### config.mk
export PLATFORM = sky130hd
export DESIGN_NAME = mlp_ram
export DESIGN_NICKNAME = d
export VERILOG_FILES = /design/src/sv/mlp_ram.sv
export SDC_FILE = /design/constraint.sdc
export NUM_CORES = 1
export LEC_CHECK = 0
export ABC_AREA = 0
export BUFFER_PORTS_ARGS = -buffer_cell sky130_fd_sc_hd__buf_2
export CAP_MARGIN = 20
export CORE_ASPECT_RATIO = 0.75
export CORE_MARGIN = 2
export CORE_UTILIZATION = 50
export CTS_CLUSTER_SIZE = 20
export DETAILED_ROUTE_END_ITERATION = 12
export PLACE_DENSITY = 0.72
export SETUP_SLACK_MARGIN = 0.15
export SLEW_MARGIN = 20
export SYNTH_ARGS = -nofsm -noshare
export SYNTH_HDL_FRONTEND = slang
export SYNTH_SLANG_ARGS = --single-unit
### constraint.sdc
create_clock -name aclk -period 3.86 [get_ports aclk]
set_input_delay 0.772 -clock aclk [delete_from_list [all_inputs] [get_ports aclk]]
set_output_delay 0.772 -clock aclk [all_outputs]
set_load 0.01 [all_outputs]
### src/sv/mlp_ram.sv
// generic single-port-write, registered-read ram
module mlp_ram #(
    parameter int WIDTH = 24,
    parameter int DEPTH = 64
) (
    input  logic                     aclk,
    input  logic                     we,
    input  logic [$clog2(DEPTH)-1:0] waddr,
    input  logic [WIDTH-1:0]         wdata,
    input  logic [$clog2(DEPTH)-1:0] raddr,
    output logic [WIDTH-1:0]         rdata
);
    logic [WIDTH-1:0] mem [DEPTH];
    logic [WIDTH-1:0] rdata_reg;

    always_ff @(posedge aclk) begin
        if (we) begin
            mem[waddr] <= wdata;
        end
        rdata_reg <= mem[raddr];
    end

    assign rdata = rdata_reg;
endmodule

# ---- Word level (Yosys, flattened, before mapping)
# Memory sizes are Yosys's and may differ from the RTL's. A register that Yosys moved wholly into a read port is not among the register bits.
# Index checks and enable logic that the tools add are counted.
dict set report word_totals {
  register_bits 0
  latchBits 0
  ram_bits 1536
  rom_bits 0
  input_bits 38
  output_inout_bits 24
  elab_cells 3
  n_memories 1
}
# name depth width rd rd_ports_with_merged_regs write_ports line
set mem_list {}
lappend mem_list {mem 64 24 1 1 1 13} ;# logic [WIDTH-1:0] mem [DEPTH];
dict set report op_classes {
  n_addsub 0
  mul 0
  n_div 0
  magnitude_cmp 0
  eq_ne 0
  shift 0
  n_mux 2
  bitwise 0
  n_reduce_logical 0
}
# operator count
set op_table {}
lappend op_table {{$mux W1} 2}

# ---- Logic depth before layout (Yosys ltp)
dict set report logic_depth {
  ltp_word 2
  ltp_mapped 9
  depth_no_buf 5
}

# ---- Worst setup path before layout
# No wires, ideal clock.
dict set report synth_path {
  path_type {input port to flip-flop}
  start {input port waddr[3]}
  end {memory mem[48][0], enable pin}
  arrival_time_ns 2.934
  required_time_ns 3.425
  setup_slack_ns 0.491
  cell_stages 4
  n_path_buf 1
  cell_sequence {clkbuf_1 > nor2b_1 > nand4b_1 > nor3_1}
}
# item line
set synth_lines {}
lappend synth_lines {{start, declared} 8} ;# input logic [$clog2(DEPTH)-1:0] waddr,
lappend synth_lines {{end, declared} 13}
# No word-level cell before the write port.

==> metrics.txt <==
outcome complete, no violations; drt initial violations ~4,600; routing usage on met2 34.02%; Synth area leaders edfxtp_1 (78%), mux4_2 (13%), mux2i_1 (1.6%); CTS Buffer Depth 3; CTS sink cnt around 1,600; Post-DRT Antenna Nets 0; first-pass GRT wire length 205.4 mm; clock power share between 30% and 40%; unrepaired setup endpoints after global routing no; Pwr per Cell Area 510.2 nW/um^2; CTS tree done; DP Wirelength about 86 mm; WP data arrival between 3 and 4 ns; GR peak layer met1; starting density of the core 50.38%; via/cell ratio approximately 6.5; VDD IR max 0.4605 mV; ratio of cells with drive above 1 in the final layout ~31%; Syn Nets 2,648; sequential element share of the synthesized area between 70% and 80%; final setup vio count 0; cts hold-fix bufs 0; Buf+Inv Stages, Crit Path 4; part of the power in registers about 55%; crit path max-delay cell type mux4_2; max reg flops around 1,500; Final GP Congestion a little over 0.9; cell mode on critical path buf_4; placed cell area 62,370 um^2; leakage power approximately 21 nW; slowest stage delay, CP 0.54 ns; Total GRT Usage between 20% and 30%; switching power ~7 mW; Setup crit start kind input port; Hold WC Path Type input port to flop; Setup CP Type input port to flop; Synth top cells by count edfxtp_1 (1,536), mux4_2 (355), mux2i_1 (95), nor2_1 (80); combinational power share ~5.1%; met3 Use GR a little over 6%; Rows approximately 110; I/O Buffers 61; Core Region around 120,000 um^2; drt pass-1 iters 6; Post-synth ARST share 0%; GR Overflow Total 0; Fin. Hold Viols 0; sw frac 20.92%; Max FO, Critical Path 30; Setup crit end kind flop; Post-synth top flop edfxtp_1; setup bufs post-CTS 0; Syn Inst Count 2,610; Die H approximately 300 um; TNS Setup 0 ns; Slew Limit Fails 0; Distinct cells, synth 40; vias in the first global route roughly 28,000; most frequent cell after synthesis edfxtp_1; share of the synthesized area in the top cell type between 70% and 80%; Int Power between 20 and 30 mW; synthesized flop and latch total 1,560; yosys warns 0; Clk Latency, worst-skew pair approximately 0.78 ns; DIE AREA 121,400 um^2; CTS clk-pin slew, worst paths roughly 0.070 ns; GR met1 Demand/Resource 36.51%; critical-path cell list buf_8 > buf_12 > buf_4 > mux4_2 > mux2i_1 > buf_4 > a221oi_1 > o21a_1; delay-heaviest family, CP buffers and inverters; antenna violations before repair 13; DRC Markers 0; pin count of the biggest net entering global routing between 60 and 70; H-tree Lvls 4; max cap viols 0; final instance area 66,820 um^2; largest area contributor in the netlist edfxtp_1; die width roughly 400 um; routed len/inst 31.62 um; syn_area_per_cell between 20 and 25 um^2; Slew headroom 28.86%; CTS root buf clkbuf_16; minimum clock period 2.850 ns; layout net count 2,870; drt total wl between 100 and 150 mm; overall power 34.09 mW; Slew @ Worst Pin around 1.1 ns; Max Clock Skew about 0.032 ns; fmax 350.9 MHz; synthesis-to-layout area growth 12.68%; DR vias ~29,000; EDFF count, synth ~1,500; period utilisation layout 73.83%; Syn Std Cell Area between 50,000 and 60,000 um^2; CP Data Required Time about 4.5 ns; PostCTS Resize Cnt 0; io pins 62; total CTS buffers 139
## path summary, 6_finish.rpt
check | startpoint | to | cells after the start | slack, ns
setup / recovery | raddr[0] | rdata[13] | 8 | 1.01
hold / removal | wdata[10] | mem[24][10] | 1 | 0.56
setup reg to reg | mem[31][13] | rdata[13] | 5 | 1.75
hold reg to reg | mem[32][22] | rdata[22] | 4 | 0.87
## cell families (layout without fill, tap and decap cells)
| family | Yosys count | count (layout) | share of synthesized area (%) |
|---|---|---|---|
| buf+inv | 144 | 478 | 1.310 |
| mux | 503 | 503 | 16.09 |
| compound gates | 207 | 207 | 2.441 |
| other cells | 0 | 3 | 0 |
| simple gates | 196 | 196 | 1.557 |
| flops | 1560 | 1560 | 78.60 |
## cell type report
| cell class | count | area, um^2 |
|---|---|---|
| clock buffer | 194 | 3905 |
| sequential | 1560 | 46600 |
| clock inverter | 59 | 498.0 |
| inverter | 2 | 7.507 |
| fill | 8286 | 50880 |
| timing repair buffer | 223 | 1768 |
| tap | 1554 | 1944 |
| multi-input combinational | 906 | 12080 |
| antenna | 3 | 7.507 |
## stage by stage
step / instances / hold slack (ns) / worst slack, ns / utilization [%]
floorplan: 2610 / 0.7723 / 0.4908 / -
global placement: 4245 / 0.8766 / 0.3410 / 53.00
detailed placement: 4245 / 0.8845 / 0.2753 / 53.00
CTS: 4498 / 0.5142 / 1.074 / 56.74
global route: 4498 / 0.5574 / 1.002 / 56.76
finish: 4501 / 0.5586 / 1.010 / 56.77
## layer usage
metal / up-vias / wire length, um
li1: 11578 / -
met1: 15350 / 57810
met2: 1895 / 62930
met3: 205 / 18640
met4: 16 / 2852
met5: - / 86
## placed cells by master, fill, tap and decap left out, types with 15 or more instances in the layout
cell type	instances
mux2i_1	95
buf_12	15
nor2_2	63
mux2_2	53
a21oi_1	22
a221oi_1	52
a22oi_1	29
clkinv_1	16
edfxtp_1	1536
mux4_2	355
buf_2	45
o22ai_1	53
nor2_1	17
nand2_1	36
clkbuf_16	147
nand3_1	20
buf_4	160
and3_1	16
clkinv_2	24
clkbuf_1	42
dfxtp_1	24
## power groups by stage
stage | registers [mW] | logic [mW] | clock network, mW
final | 18.8 | 1.73 | 13.5
after global routing | 18.8 | 1.82 | 14.3
after CTS | 18.8 | 1.72 | 13.6
after detailed placement | 19.2 | 1.72 | 0
after global placement | 19.2 | 1.68 | 0
after floorplan | 19.2 | 0.926 | 0
No activity file was read; power rests on OpenSTA's default activity.
