[src/sv/mlp_pkg.sv]
// shared types, constants and helper functions of the backprop trainer
package mlp_pkg;

    localparam int MAX_LAYERS      = 4;
    localparam int MAX_NEURONS     = 16;
    localparam int FRAC_BITS       = 16;
    localparam int SIGMOID_ENTRIES = 1024;

    localparam int DATA_W  = 24;
    localparam int OPND_W  = DATA_W + 1;
    localparam int PROD_W  = 2 * OPND_W;
    localparam int ACC_W   = 56;
    localparam int SIG_W   = FRAC_BITS + 1;
    localparam int SIDX_W  = $clog2(SIGMOID_ENTRIES);
    localparam int SIG_SHIFT = FRAC_BITS + 4 - SIDX_W;

    localparam int WROW    = MAX_NEURONS + 1;
    localparam int WLAYER  = MAX_NEURONS * WROW;
    localparam int WDEPTH  = (MAX_LAYERS - 1) * WLAYER;
    localparam int WADDR_W = $clog2(WDEPTH);
    localparam int ADEPTH  = MAX_LAYERS * MAX_NEURONS;
    localparam int DDEPTH  = (MAX_LAYERS - 1) * MAX_NEURONS;
    localparam int TDEPTH  = MAX_NEURONS;

    localparam int S_TDATA_W = 40;
    localparam int M_TDATA_W = 56;
    localparam int CFG_IDX_W = 3;
    localparam int CFG_DAT_W = 16;

    localparam logic [1:0] OP_WEIGHT  = 2'd0;
    localparam logic [1:0] OP_FEATURE = 2'd1;
    localparam logic [1:0] OP_TARGET  = 2'd2;

    localparam logic [CFG_IDX_W-1:0] CFG_NUM_LAYERS = 3'd0;
    localparam logic [CFG_IDX_W-1:0] CFG_SIZE0      = 3'd1;
    localparam logic [CFG_IDX_W-1:0] CFG_SIZE1      = 3'd2;
    localparam logic [CFG_IDX_W-1:0] CFG_SIZE2      = 3'd3;
    localparam logic [CFG_IDX_W-1:0] CFG_SIZE3      = 3'd4;
    localparam logic [CFG_IDX_W-1:0] CFG_LRATE      = 3'd5;
    localparam logic [CFG_IDX_W-1:0] CFG_TRAIN      = 3'd6;

    typedef logic signed [DATA_W-1:0] data_t;
    typedef logic signed [OPND_W-1:0] opnd_t;
    typedef logic signed [PROD_W-1:0] prod_t;
    typedef logic signed [ACC_W-1:0]  acc_t;
    typedef logic [SIG_W-1:0]         sig_t;
    typedef sig_t sig_tab_t [SIGMOID_ENTRIES];

    typedef struct packed {
        logic mul_en;
        logic acc_clr;
        logic acc_add;
    } mac_ctrl_t;

    localparam opnd_t ONE = opnd_t'(1) <<< FRAC_BITS;

    function automatic data_t sat24(acc_t v);
        acc_t hi;
        acc_t lo;
        hi = acc_t'({1'b0, {(DATA_W-1){1'b1}}});
        lo = -hi - acc_t'(1);
        if (v > hi) begin
            return data_t'(hi);
        end else if (v < lo) begin
            return data_t'(lo);
        end
        return data_t'(v);
    endfunction

    function automatic logic [63:0] udiv64(logic [63:0] n, logic [63:0] d);
        logic [63:0] q;
        logic [64:0] r;
        q = '0;
        r = '0;
        for (int b = 63; b >= 0; b--) begin
            r = {r[63:0], n[b]};
            if (r >= {1'b0, d}) begin
                r = r - {1'b0, d};
                q[b] = 1'b1;
            end
        end
        return q;
    endfunction

    function automatic sig_tab_t build_sig();
        sig_tab_t t;
        logic [63:0] m, u, u2, u3, u4, e, den, num;
        longint diff;
        for (int i = 0; i < SIGMOID_ENTRIES; i++) begin
            diff = 64'(16 * i) - 64'(8 * SIGMOID_ENTRIES);
            m = (diff < 0) ? 64'(-diff) : 64'(diff);
            e = 64'd1 << 32;
            if (m != 64'd0) begin
                u  = (m << 20) / SIGMOID_ENTRIES;
                u2 = (u * u) >> 32;
                u3 = (u2 * u) >> 32;
                u4 = (u3 * u) >> 32;
                e  = (64'd1 << 32) - u + u2 / 2 - u3 / 6 + u4 / 24;
                for (int r = 0; r < 12; r++) begin
                    if (e > 64'hFFFF_FFFF) e = 64'hFFFF_FFFF;
                    e = (e * e + (64'd1 << 31)) >> 32;
                end
            end
            den = (64'd1 << 32) + e;
            num = (diff >= 0) ? (64'd1 << (FRAC_BITS + 32)) : (e << FRAC_BITS);
            t[i] = SIG_W'(udiv64(num + (den >> 1), den));
        end
        return t;
    endfunction

    localparam sig_tab_t SIG_TABLE = build_sig();

    function automatic logic [WADDR_W-1:0] waddr(logic [1:0] l, logic [3:0] j, logic [4:0] k);
        return WADDR_W'(l) * WADDR_W'(WLAYER) + WADDR_W'(j) * WADDR_W'(WROW) + WADDR_W'(k);
    endfunction

endpackage

[src/sv/mlp_mac.sv]
// shared multiplier with registered product and wide accumulator
module mlp_mac (
    input  logic               aclk,
    input  mlp_pkg::mac_ctrl_t ctrl,
    input  mlp_pkg::opnd_t     op_a,
    input  mlp_pkg::opnd_t     op_b,
    output mlp_pkg::prod_t     prod,
    output mlp_pkg::acc_t      acc
);
    import mlp_pkg::*;

    prod_t prod_reg;
    acc_t  acc_reg;

    always_ff @(posedge aclk) begin
        if (ctrl.mul_en) begin
            prod_reg <= op_a * op_b;
        end
        if (ctrl.acc_clr) begin
            acc_reg <= '0;
        end else if (ctrl.acc_add) begin
            acc_reg <= acc_reg + acc_t'(prod_reg);
        end
    end

    assign prod = prod_reg;
    assign acc  = acc_reg;
endmodule

[config.mk]
export PLATFORM = sky130hd
export DESIGN_NAME = mlp_mac
export DESIGN_NICKNAME = d
export VERILOG_FILES = /design/src/sv/mlp_pkg.sv /design/src/sv/mlp_mac.sv
export SDC_FILE = /design/constraint.sdc
export NUM_CORES = 2
export LEC_CHECK = 0
export BUFFER_PORTS_ARGS = -buffer_cell sky130_fd_sc_hd__buf_2
export CORE_UTILIZATION = 50
export DETAILED_ROUTE_END_ITERATION = 16
export GPL_TIMING_DRIVEN = 0
export PLACE_DENSITY = 0.71
export SYNTH_ARGS = -nofsm -noshare
export SYNTH_HDL_FRONTEND = slang
export SYNTH_SLANG_ARGS = --single-unit
export TNS_END_PERCENT = 30
[constraint.sdc]
create_clock -name aclk -period 7.5 [get_ports aclk]
set_clock_uncertainty 0.1 [all_clocks]
set_input_delay 1.125 -clock aclk [delete_from_list [all_inputs] [get_ports aclk]]
set_output_delay 1.125 -clock aclk [all_outputs]
set_load 0.02 [all_outputs]
### Word-level counts from Yosys, hierarchy flattened

Cells that the tools add are included.

* $mul: 1
* add/sub/neg operators: 1

Operators by type and width (number)
* 56-bit by 50-bit adder with 56-bit output: 1
* 25-bit by 25-bit multiplier with 50-bit output: 1

* flip-flop bits (word level): 106
* bits of input ports: 54

### Depth between registers and ports, before layout

* depth after elaboration: 1
* depth in mapped cells: 28
* mapped depth without buffers: 26

### Worst setup path before layout

No wires, ideal clock.

* path type: input -> register
* from: in op_a[24]
* to: reg prod_reg[48] (netlist: prod[48]) (data pin)
* data arrival time: 7.489 ns
* setup slack: -0.358 ns
* path buffers: 2
* cell stages on the path: 24
* cells stage by stage: clkbuf_1 -> nand2_1 -> inv_1 -> fa_1 -> fa_1 -> inv_1 -> fa_1 -> inv_1 -> fa_1 -> fa_1 -> fa_1 -> inv_1 -> fa_1 -> inv_1 -> ha_1 -> clkbuf_1 -> a21o_1 -> a21o_1 -> a211oi_1 -> nand2_1 -> a2111o_1 -> a211oi_1 -> o31ai_1 -> xor2_1

* longest elaborated chain between the ends: 1

RTL lines
* start: declaration: RTL line mlp_mac.sv:5 `input mlp_pkg::opnd_t op_a,`
* 25-bit by 25-bit multiplier with 50-bit output: RTL line mlp_mac.sv:17 `prod_reg <= op_a * op_b;`
* end signal: assignment: RTL line mlp_mac.sv:17
* end: declaration: RTL line mlp_mac.sv:12 `prod_t prod_reg;`

No other way between the ends.
A chain may end at the register's enable or synchronous reset.

### Worst setup path in the final report

* from: in op_a[4]
* to: reg prod_reg[48] (netlist: prod[48]) (data pin)

Same word-level chain as after synthesis.

==> flow_summary.yaml <==
status:
  status: "finished with violations"
  violations: "setup timing"
timing:
  final.setup.worst_slack_ps: -205.6
  fmax_ghz: 0.1298
  hold_viol: 0
  worst_pin_slew_ps: 1153
  rsz0062_at_grt: "true"
  final_max_slew_viol_count: 0
  max_slew_margin_pct: 23.11
  period_share_pct: 102.7
  setup_viol: 10
  finalCriticalPeriod_ps: 7706
die:
  dieHeight_um: 243.8
  num_rows: 88
  start_util_pct: 50.68
  die_area_um2: 59450
  io_pins: 160
  core_area_um2: 57700
  die_w_um: 243.8
drt:
  final_antenna_net_count: 0
  wl_per_cell_um: 22.37
  dr.pass1.iters: 5
  drtIter0Drc: 1619
  routed_wl_um: 93620
  vias: 23100
  drcViolationCount: 0
  routed_via_density: 5.519
yosys:
  ys_types: 73
  ys_async_sr_fraction_pct: 0
  yosysWarnings: 0
  synth_seq_area_share_pct: 8.969
  synth_edf_count: 50
  synth_area_per_cell_um2: 9.265
  synth-main-ff-cell: "dfxtp_1"
  syn_inst: 3156
  ys_seq_elements: 106
  syn_nets: 4065
  syn_area_um2: 29240
clocking:
  clk_pin_slew_ps: 80
  cts_tree: "built"
  cts_buffers: 9
  ctsHoldBuffers: 0
  clock_path_buffers: 2
  cts-root-buf: "clkbuf_16"
  cts.sinks: 106
  htree_levels: 3
  insertion_delay_ps: 370
finish:
  nNetsFinal: 4321
  mostFrequentLayoutCells: "665 x inv_1, 622 x fa_1, 366 x nand2_1"
  final_cells: 4185
  final_common_cell: "inv_1"
  drive_gt1_share_pct: 15.54
  largest_register_ffs: 56
  area_growth_pct: 16.49
critical_path:
  reg2reg_depth: 11
  r2r_end: "acc[55]$_SDFFE_PP0P_"
  required_ps: 7500
  critPathLaunch: "op_a[4]"
  r2r_slack_ps: 3640
  slowest_delay_ps: 560
  arrival_ps: 7710
  cp_slowest_cell: "fa_1"
  critical_path_depth: 24
  critical_path_class: "primary input to register"
  worstPathMaxFanout: 10
  endpoint: "prod[48]$_DFFE_PP_"
  path_cells: "buf_2 -> clkbuf_4 -> nand2_1 -> fa_1 -> fa_1 -> fa_1 -> fa_1 -> inv_1 -> ha_1 -> fa_1 -> inv_1 -> fa_1 -> inv_2 -> ha_4 -> a211oi_2 -> nor2_2 -> o22ai_2 -> a311o_1 -> a211o_1 -> nand2_4 -> a2111o_1 -> a211oi_2 -> o31ai_2 -> xor2_2"
  cp_top_family: "adder cells"
  cp-end-kind: "register"
  crit_top_cell: "fa_1"
  critPathLaunchType: "primary input"
  worst-path-buf-inv: 5
  r2r_start: "prod[26]$_DFFE_PP_"
global_routing:
  grt_pass1_wl_um: 144500
  grt_max_degree: 51
  grt_usage_pct: 32.34
  grt-ovfl-total: 0
  first_global_vias: 24310
  grt_antenna_before_repair: 3
min_path:
  hold_path_class: "register to register"
placement:
  placed_cells: 4076
  pre_cts_slack_ps: -2292
  io_buffer_count: 155
  hpwlAfterDp_um: 76010
  gp_congestion: 1.028
job:
  drv_cap: 0
worst register-to-register path: cells and delay by family, from the launching register on:
kind	cells	cell delay, ps
AOI/OAI and AO/OA	5	1400
and+or+nand+nor	4	1100
DFF	1	440
adders and majority gates	1	400
muxes	1	320
layout make-up:
cell class	count	area [µm²]
inverters	693	2613
diodes	3	7.507
repair buffers	250	1892
plain buffers	127	1554
fillers	5036	23630
clock buffers	10	239.0
clock inverters	6	75.07
multi-input cells	2225	24100
flip-flops and latches	106	2623
well taps	765	957.2
worst min path at each step:
stage                         start                   end  cells past startpoint
6_report       acc[49]$_SDFFE_PP0P_  acc[49]$_SDFFE_PP0P_                      2
3_5_place_dp   acc[49]$_SDFFE_PP0P_  acc[49]$_SDFFE_PP0P_                      2
2_1_floorplan  acc[47]$_SDFFE_PP0P_  acc[47]$_SDFFE_PP0P_                      2
4_1_cts        acc[49]$_SDFFE_PP0P_  acc[49]$_SDFFE_PP0P_                      2
3_3_place_gp   acc[49]$_SDFFE_PP0P_  acc[49]$_SDFFE_PP0P_                      2
5_1_grt        acc[49]$_SDFFE_PP0P_  acc[49]$_SDFFE_PP0P_                      2
synth_stat cells, drive strengths merged (49+ instances only):
cell type | n | area, µm²
a21oi | 103 | 526.8
inv | 692 | 2597
edfxtp | 50 | 1501
a21o | 49 | 367.9
dfxtp | 56 | 1121
o21ai | 62 | 310.3
and2 | 301 | 1883
clkbuf | 128 | 480.5
nor2 | 102 | 382.9
nand2 | 375 | 1408
fa | 659 | 13190
ha | 196 | 2452
xnor2 | 70 | 613.1
stage by stage:
stage	hold WS, ps	setup TNS (ps)	cell area (µm²)	util (%)
2_1_floorplan	451.1	-9.119	29360	-
3_3_place_gp	367.4	-30900	31090	53.88
3_5_place_dp	367.0	-33850	31090	53.88
4_1_cts	380.4	-1337	33490	58.04
5_1_grt	403.6	-2787	34050	59.02
6_report	375.3	-1045	34060	59.04
kinds of logic (layout without fill, tap and decap cells):
kind of cell | count (synthesis) | after routing | synth area share (%)
simple gates | 897 | 897 | 15.06
fa+ha+maj | 855 | 855 | 53.51
buf+inv | 825 | 1086 | 10.60
compound gates | 336 | 336 | 7.587
flops | 106 | 106 | 8.969
xor+xnor | 100 | 100 | 2.995
mux | 37 | 37 | 1.275
other cells | 0 | 3 | 0
routing by layer:
metal	vias to the layer above	GRT usage (%)	wire length (µm)
li1	10100	-	-
met1	11590	42.23	37040
met2	1152	51.60	42950
met3	257	7.524	9196
met4	4	13.75	4405
met5	-	0	27
what timing repair did:
item / 4_1_cts / 5_1_grt
endpoints found under the hold margin: 0 / 0
setup buffers: 68 / 26
gates cloned: 1 / 0
gates resized for setup: 374 / 130
pin swaps: 73 / 92
setup endpoints to repair: 28 / 17
Power is not shown: default switching activity piles up to over one toggle a cycle in this logic, so the estimate is an artifact.
